File: src/sv/lztf_pkg.sv
// ----------------------------------------------------------------------------
// lztf_pkg
// Shared types, codes and reset constants for the LED zone twinkle fader.
// ----------------------------------------------------------------------------
package lztf_pkg;

	localparam int NUM_LEDS_DEF = 64;

	localparam logic KIND_RETARGET = 1'b0;
	localparam logic KIND_FRAME    = 1'b1;

	typedef enum logic [1:0] {
		CFG_FADE_STEP   = 2'd0,
		CFG_BRANCH_MASK = 2'd1,
		CFG_TRUNK_MASK  = 2'd2
	} cfg_idx_t;

	localparam logic [8:0]  FADE_STEP_RST   = 9'd13;
	localparam logic [63:0] BRANCH_MASK_RST = 64'h0000_1C63_8C67_31C0;
	localparam logic [63:0] TRUNK_MASK_RST  = 64'h0000_E000_0000_0038;
	localparam logic [8:0]  GB_RST          = 9'd255;
	localparam logic [8:0]  GB_MIN          = 9'd8;
	localparam logic [8:0]  GB_MAX          = 9'd256;
	localparam logic [8:0]  PROG_ONE        = 9'd256;

	typedef enum logic [1:0] {
		ZONE_OTHER,
		ZONE_BRANCH,
		ZONE_TRUNK
	} zone_t;

	typedef struct packed {
		logic [23:0] start_c;
		logic [23:0] target_c;
		logic [8:0]  prog;
		logic [23:0] shown_c;
	} entry_t;

	localparam int ENTRY_W = $bits(entry_t);

	typedef enum logic [2:0] {
		ST_IDLE,
		ST_RT_A,
		ST_RT_B,
		ST_RT_WR,
		ST_FRM_RD,
		ST_FRM_CALC
	} state_t;

	typedef struct packed {
		logic cap_rt;
		logic cap_frm;
		logic rd_en;
		logic rd_next;
		logic st1_en;
		logic st2_en;
		logic wr_rt;
		logic wr_frm;
		logic ld_out;
	} ctrl_cmd_t;

	typedef struct packed {
		logic in_frame;
		logic in_range;
		logic last_led;
		logic out_free;
	} dp_stat_t;

endpackage

File: src/sv/lztf_ctrl.sv
// ----------------------------------------------------------------------------
// lztf_ctrl
// Sequencer for retarget and frame walk; drives datapath commands.
// ----------------------------------------------------------------------------
module lztf_ctrl import lztf_pkg::*; (
	input  logic      clk,
	input  logic      arst_n,
	input  logic      in_valid,
	input  dp_stat_t  stat,
	output ctrl_cmd_t cmd,
	output logic      ready
);

	state_t state_q;
	state_t state_d;

	always_ff @(posedge clk or negedge arst_n) begin
		if (!arst_n) begin
			state_q <= ST_IDLE;
		end else begin
			state_q <= state_d;
		end
	end

	always_comb begin
		state_d = state_q;
		cmd     = '0;
		ready   = 1'b0;
		case (state_q)
			ST_IDLE: begin
				ready = 1'b1;
				if (in_valid) begin
					if (stat.in_frame) begin
						cmd.cap_frm = 1'b1;
						state_d     = ST_FRM_RD;
					end else if (stat.in_range) begin
						cmd.cap_rt = 1'b1;
						state_d    = ST_RT_A;
					end
				end
			end
			ST_RT_A: begin
				cmd.rd_en  = 1'b1;
				cmd.st1_en = 1'b1;
				state_d    = ST_RT_B;
			end
			ST_RT_B: begin
				cmd.st2_en = 1'b1;
				state_d    = ST_RT_WR;
			end
			ST_RT_WR: begin
				cmd.wr_rt = 1'b1;
				state_d   = ST_IDLE;
			end
			ST_FRM_RD: begin
				cmd.rd_en = 1'b1;
				state_d   = ST_FRM_CALC;
			end
			ST_FRM_CALC: begin
				if (stat.out_free) begin
					cmd.ld_out = 1'b1;
					cmd.wr_frm = 1'b1;
					if (stat.last_led) begin
						state_d = ST_IDLE;
					end else begin
						cmd.rd_en   = 1'b1;
						cmd.rd_next = 1'b1;
					end
				end
			end
			default: begin
				state_d = ST_IDLE;
			end
		endcase
	end

endmodule

File: config.mk
export PLATFORM = sky130hd
export DESIGN_NAME = lztf_ctrl
export DESIGN_NICKNAME = d
export VERILOG_FILES = /design/src/sv/lztf_pkg.sv /design/src/sv/lztf_ctrl.sv
export SDC_FILE = /design/constraint.sdc
export NUM_CORES = 1
export LEC_CHECK = 0
export ABC_AREA = 1
export BUFFER_PORTS_ARGS = -buffer_cell sky130_fd_sc_hd__buf_2
export CAP_MARGIN = 15
export CORE_AREA = 2 2 39 41
export DETAILED_ROUTE_END_ITERATION = 7
export DIE_AREA = 0 0 41 43
export HOLD_SLACK_MARGIN = 0.06
export SETUP_SLACK_MARGIN = 0.4
export SYNTH_ARGS = -nofsm -noshare
export SYNTH_HDL_FRONTEND = slang
export SYNTH_SLANG_ARGS = --single-unit
File: constraint.sdc
create_clock -name clk -period 1.4 [get_ports clk]
set_input_delay 0.42 -clock clk [delete_from_list [all_inputs] [get_ports clk]]
set_output_delay 0.42 -clock clk [all_outputs]
set_load 0.03 [all_outputs]
==> reports/results.txt, run 1 <==
Status = finished, violations left
Failing checks = negative setup slack
Slowest stage cell on the critical path = dfrtp_1
Worst min-delay path category = in2async
CTS tree = built
Synth warn = 0
Worst setup path startpoint = state_q[1]
DRC Markers = 0
Largest net degree at the start of global routing = 9
Total grt overflow = 0
Worst setup path category = reg2out
Synth Area per Inst = 5.590 µm²
Slew Viols, Final = 0
Setup violators final = 10
CORE AREA = 1384 µm²
Sequential fraction of the synthesis area = 28.57%
Placed Area = 499.2 µm²
H-tree levels = 1
Data arrival, critical path = 1280 ps
CP Max Fanout = 4
Top flop regs = state_q (3)
Fin cells = 95
Actual slew at the worst max-slew pin = 196.6 ps
Worst Setup Start Kind = register
Worst path most repeated cell = nor2_4
Clock Latency Late Sink = 230 ps
Final Core Density = 45.75%
Netlist area before placement = 262.8 µm²
Final HPWL DP = 626.5 µm
Die Y = 43 µm
Drt wl/cell = 9.253 µm
Largest stage delay, worst path = 400 ps
Power per Cell Area = 2272 nW/µm²
Initial antenna violation count = 0
Routed Antenna Nets = 0
Clock sink total = 3
Clk root buf = clkbuf_4
Tmin final = 1700 ps
Number of global-route vias before repair = 363
Worst-path cell chain = inv_2 > nand2_2 > nor2_4 > nand2_4 > nor2_4 > buf_6
# rows = 14
Fin crit share = 121.4%
DR vias/cell = 4.253
Final wirelength = 879 µm
I/O Buffers = 16
Worst Slack Setup Final = -300.1 ps
Inst Count DP = 87
Max FFs per register = 3
Synth Net Count = 54
DR vias = 404
RSZ-0062 raised after global routing = yes
Die Width = 41 µm
# Max-Cap Violations = 0
CTS Buf Count = 3
Worst slew margin = 86.88%
Largest reg by FF count = state_q
Diode count = 0
GP Congestion = 0.7584
VDD IR max = 0.001021 V
First-pass GRT wire length = 1359 µm
Clock Skew = 1.605 ps
Clock tree buffer depth = 2
Critical Path End Type = output port
Yosys cell types = 10
Post-route setup TNS = -2258 ps
Die Area = 1763 µm²
Worst-path clk slew = 40 ps
Layout area overhead = 141.0%
Seq cells post-synth = 3
P_leak = 0.3488 nW
DRT Pass-1 Iters = 4
Final nets = 87
Layout cell share with drive strength beyond 1 = 62.03%
Final Hold Fails = 0
CP bufs+invs = 2
Fin area = 633.1 µm²
CP top delay family = simple AND/OR/NAND/NOR gates
I/O Pins = 17
FMAX = 588.2 MHz
Initial Util = 18.99%
Worst EP required = 980 ps
Total global-route track usage = 11.29%
R2r startpoint = state_q[1]
DRT iter0 DRCs = 10
Syn Inst Count = 47
Tot Pwr = 0.001439 W
[cells in the mapped netlist, drive strengths merged]
| master | instances | area (µm²) |
|---|---|---|
| nand2 | 12 | 45.04 |
| inv | 11 | 41.29 |
| buf | 1 | 7.510 |
| nor2 | 10 | 42.54 |
| o21ai | 4 | 20.02 |
| or2 | 1 | 6.260 |
| nand3 | 2 | 10.01 |
| dfrtp | 3 | 75.07 |
| nor3 | 3 | 15.01 |
[cell usage in the layout (no fill, tap or decap), drive strengths merged]
cell type,n
buf,28
nor2,10
o21ai,4
dfrtp,3
nor3,3
nand3,2
inv,11
or2,1
clkbuf,4
dlygate4sd3,1
nand2,12
[power by group]
group / leakage (nW) / internal (W) / total [W] / switching, W
logic: 0.299 / 0.000505 / 0.00108 / 0.000575
registers: 0.0353 / 0.000134 / 0.000207 / 0.0000728
clock network: 0.0150 / 0.000107 / 0.000152 / 0.0000448
[layout make-up]
cell class	count	area, µm²
clock buffers	4	26.28
multi-input cells	32	227.7
inverters	11	46.29
well taps	16	20.02
fillers	145	750.7
flip-flops and latches	3	77.57
repair buffers	29	235.2
[worst reg2reg max path: stages (launching register included)]
cell	delay, ps
dfrtp_1	400
inv_2	110
nand2_2	70
nor2_4	150
nand2_4	80
buf_6	120
buf_4	120
nand2_2	50
nand2_1	50
nand2_1	60
[path summary, 6_finish.rpt]
kind                       slack (ps)  cells past startpoint         end
min in group clk                  580                      6  state_q[0]
min reg2reg                       730                      3  state_q[2]
max                              -300                      6      cmd[8]
min                               510                      2  state_q[2]
max in group asynchronous         770                      2  state_q[0]
max reg2reg                       130                      9  state_q[0]
[metrics by stage]
stage               setup WS [ps]  hold slack [ps]
floorplan                  -125.0            124.4
global placement           -62.07            216.3
detailed placement         -106.3            218.9
CTS                        -266.1            503.6
global route               -355.3            540.7
finish                     -300.1            509.6
[metal layers]
metal	GRT usage (%)	share of wire [%]	routed length [µm]	vias to the layer above
met1	13.03	36	316	183
li1	-	-	-	205
met3	3.141	6.6	58	0
met5	0	0	0	-
met4	4.000	0	0	0
met2	18.75	57	505	16
[kinds of logic (layout without fill, tap and decap cells)]
group	count (synthesis)	in the layout	synth area share, %
compound gates	4	4	7.619
simple gates	28	28	45.24
buf+inv	12	44	18.57
flops	3	3	28.57
[what timing repair did]
item                                   in CTS  in global routing
pin swaps                                   2                  1
gates resized for setup                    13                  9
endpoints found under the hold margin       3                  0
setup endpoints to repair                  13                 13
buffers inserted                            2                  1
hold buffers                                1                  0
Power figures use the tool's default switching activity.
==> run 2, diff against run 1 <==
--- a/config.mk
+++ b/config.mk
@@ -5,7 +5,6 @@
 export SDC_FILE = /design/constraint.sdc
 export NUM_CORES = 1
 export LEC_CHECK = 0
-export ABC_AREA = 1
 export BUFFER_PORTS_ARGS = -buffer_cell sky130_fd_sc_hd__buf_2
 export CAP_MARGIN = 15
 export CORE_AREA = 2 2 39 41
==> constraint.sdc (replaced) <==
create_clock -name clk -period 2.2 [get_ports clk]
set_input_delay 0.66 -clock clk [delete_from_list [all_inputs] [get_ports clk]]
set_output_delay 0.66 -clock clk [all_outputs]
set_load 0.03 [all_outputs]
==> run 2 against run 1 <==
Against the previous run:
- the run now ends clean
- cell area down 5.5%
- sequential power shrank 29%
- worst setup slack gained 550 ps
- combinational power is 40% lower
- cell count decreased by 23%
- utilization shrank 2.5 points
- first-iteration DRC count decreased by 100%
- clock-buffer cell count is the same
- routed wire length shrank 6.4%
- critical endpoint unchanged
- largest cell class unchanged
==> reports/results.txt, run 2 <==
Status = finished, final reports clean (was finished, violations left)
Yosys cell types = 22 (was 10)
Worst EP required = 1540 ps (was 980 ps)
Number of global-route vias before repair = 301 (was 363)
Top cell type's share of synthesized area = 28.04% (was 28.57%)
DR vias = 318 (was 404)
Clock tree buffer depth = 2 (unchanged)
H-tree levels = 1 (unchanged)
Clk root buf = clkbuf_4 (unchanged)
Worst slew margin = 80.47% (was 86.88%)
Main area contributors after synthesis = dfrtp_1 28%, and3_1 7.0%, a2111oi_2 5.6% (was dfrtp_1 29%, nand2_1 17%, inv_1 16%)
Final Hold Fails = 0 (unchanged)
Fin crit share = 88.68%
Worst min-delay path category = in2async (unchanged)
Commonest non-fill, non-tap cells in the layout = 13 x buf_4, 10 x buf_6, 7 x buf_2 (was 10 x buf_6, 9 x buf_2, 9 x buf_4)
Total grt overflow = 0 (unchanged)
# Max-Cap Violations = 0 (unchanged)
Synth Area per Inst = 9.917 µm² (was 5.590 µm²)
Seq cells post-synth = 3 (unchanged)
Tot Pwr = 0.0008961 W (was 0.001439 W)
P_leak = 0.2761 nW (was 0.3488 nW)
Post-synth top cells = 3 x and3_1, 3 x dfrtp_1, 2 x buf_4 (was 12 x nand2_1, 11 x inv_1, 8 x nor2_1)
DR vias/cell = 4.356 (was 4.253)
Largest net degree at the start of global routing = 10 (was 9)
Fillers = 138 (was 145)
CTS tree = built (unchanged)
CTS Buf Count = 3 (unchanged)
CORE AREA = 1384 µm² (unchanged)
Largest reg by FF count = state_q (unchanged)
DRT iter0 DRCs = 0 (was 10)
Routed Antenna Nets = 0 (unchanged)
Most common cell after layout, fill and taps aside = buf_4 (was buf_6)
Setup violators final = 0 (was 10)
Area leader, netlist = dfrtp_1 (unchanged)
Initial antenna violation count = 0 (unchanged)
VDD IR max = 0.0004624 V (was 0.001021 V)
Critical Path End Type = output port (unchanged)
Netlist area before placement = 267.8 µm² (was 262.8 µm²)
Total global-route track usage = 10.46% (was 11.29%)
Synth Flop Type = dfrtp_1 (unchanged)
Post-route setup TNS = 0 ps (was -2258 ps)
Top flop regs = state_q (3) (unchanged)
Die Area = 1763 µm² (unchanged)
# hold bufs at CTS = 0 (was 1)
Slew Viols, Final = 0 (unchanged)
Worst R2R Path Depth = 3 (was 9)
Die Width = 41 µm (unchanged)
Tmin final = 1951 ps
Power per Cell Area = 1498 nW/µm² (was 2272 nW/µm²)
Diode count = 0 (unchanged)
I/O Buffers = 16 (unchanged)
Synth Net Count = 34 (was 54)
Clock Latency Late Sink = 230 ps (about the same)
CP Max Fanout = 2 (was 4)
Syn Inst Count = 27 (was 47)
Layout area overhead = 123.4% (was 141.0%)
FMAX = 512.6 MHz
DRT Pass-1 Iters = 1 (was 4)
Synth warn = 0 (unchanged)
# rows = 14 (unchanged)
DRC Markers = 0 (unchanged)
Worst Setup Start Kind = primary input (was register)
Final wirelength = 823 µm (was 879 µm)
Worst setup path category = in2out (was reg2out)
Final HPWL DP = 499.4 µm (was 626.5 µm)
First-pass GRT wire length = 1214 µm (was 1359 µm)
Clock Skew = 6.671 ps (was 1.605 ps)
Sequential fraction of the synthesis area = 28.04% (was 28.57%)
Clock sink total = 3 (unchanged)
GP Congestion = 0.5923 (was 0.7584)
Post-synth EDFFs = 0 (unchanged)
Async S/R FF share, synth = 100.0% (unchanged)
Initial Util = 19.35% (was 18.99%)
Layout cell share with drive strength beyond 1 = 87.72% (was 62.03%)
Worst-path clk slew = 40 ps (about the same)
Actual slew at the worst max-slew pin = 292.5 ps (was 196.6 ps)
Final nets = 65 (was 87)
Die Y = 43 µm (unchanged)
RSZ-0062 raised after global routing = yes (unchanged)
Data arrival, critical path = 1290 ps (was 1280 ps)
Max FFs per register = 3 (unchanged)
I/O Pins = 17 (unchanged)
Drt wl/cell = 11.27 µm (was 9.253 µm)
run 2: changes by cell type after synthesis, sizes merged, moves of 2 or more:
cell	delta
nor3	-2
nor2	-9
buf	+3
inv	-10
o21ai	-4
nand3	-2
nand2	-12
and3	+3
nor3b	+2
run 2: critical path, stage by stage:
cell	delay, ps
buf_6	90
nand3b_1	200
nor4_4	170
buf_6	170
run 2: report_power, final:
part           switching (W)  total [W]  leakage [nW]  internal, W
combinational       0.000297   0.000650         0.227     0.000353
sequential         0.0000625   0.000148        0.0344    0.0000858
clock              0.0000297  0.0000978        0.0150    0.0000680
total               0.000389   0.000896         0.276     0.000507
run 2: per-stage QoR:
| step | area (µm²) | hold WS, ps | worst slack (ps) | std cells | util (%) |
|---|---|---|---|---|---|
| floorplan | 326.6 | 364.4 | 294.7 | 27 | - |
| global placement | 395.4 | 457.7 | 152.7 | 56 | 28.57 |
| detailed placement | 395.4 | 456.3 | 119.4 | 56 | 28.57 |
| CTS | 555.5 | 200.3 | 226.9 | 71 | 40.14 |
| global route | 598.1 | 198.0 | 189.2 | 73 | 43.22 |
| finish | 598.1 | 211.6 | 249.1 | 73 | 43.22 |
run 2: logic make-up after synthesis:
kind of cell	after synthesis	synth area share, %
multiplexers	1	5.606
AO/OA/AOI/OAI	5	17.29
AND/OR/NAND/NOR	13	35.99
buffers and inverters	5	13.08
flip-flops	3	28.04
run 2: worst paths after layout:
path,slack (ps),endpoint,start
max,250,cmd[8],stat[3]
min,210,state_q[2],arst_n
max reg2reg,920,state_q[2],state_q[0]
min reg2reg,710,state_q[2],state_q[0]
max in group asynchronous,1860,state_q[1],arst_n
min in group clk,710,state_q[2],state_q[0]
run 2: timing repair:
action,in CTS,in global routing
cloned,0,0
endpoints found under the setup margin,10,10
resized for setup,18,8
hold endpoints to repair,0,0
buffers inserted,11,2
pin swaps,0,2
run 2: final cells by class:
cell class	instances	area (µm²)	share of cell area, %
Clock buffer	4	26.28	4.393
Inverter	1	3.754	0.6276
Multi-Input combinational cell	19	224.0	37.45
Sequential cell	3	78.83	13.18
Tap cell	16	20.02	3.347
Timing Repair Buffer	30	245.2	41.00
run 2: metal layers:
metal | global-route usage [%] | part of all wire [%] | vias up
met3 | 2.094 | 5.8 | 0
met5 | 0 | 0 | -
met4 | 6.000 | 0 | 0
met1 | 11.33 | 37 | 151
met2 | 17.50 | 57 | 9
li1 | - | - | 158
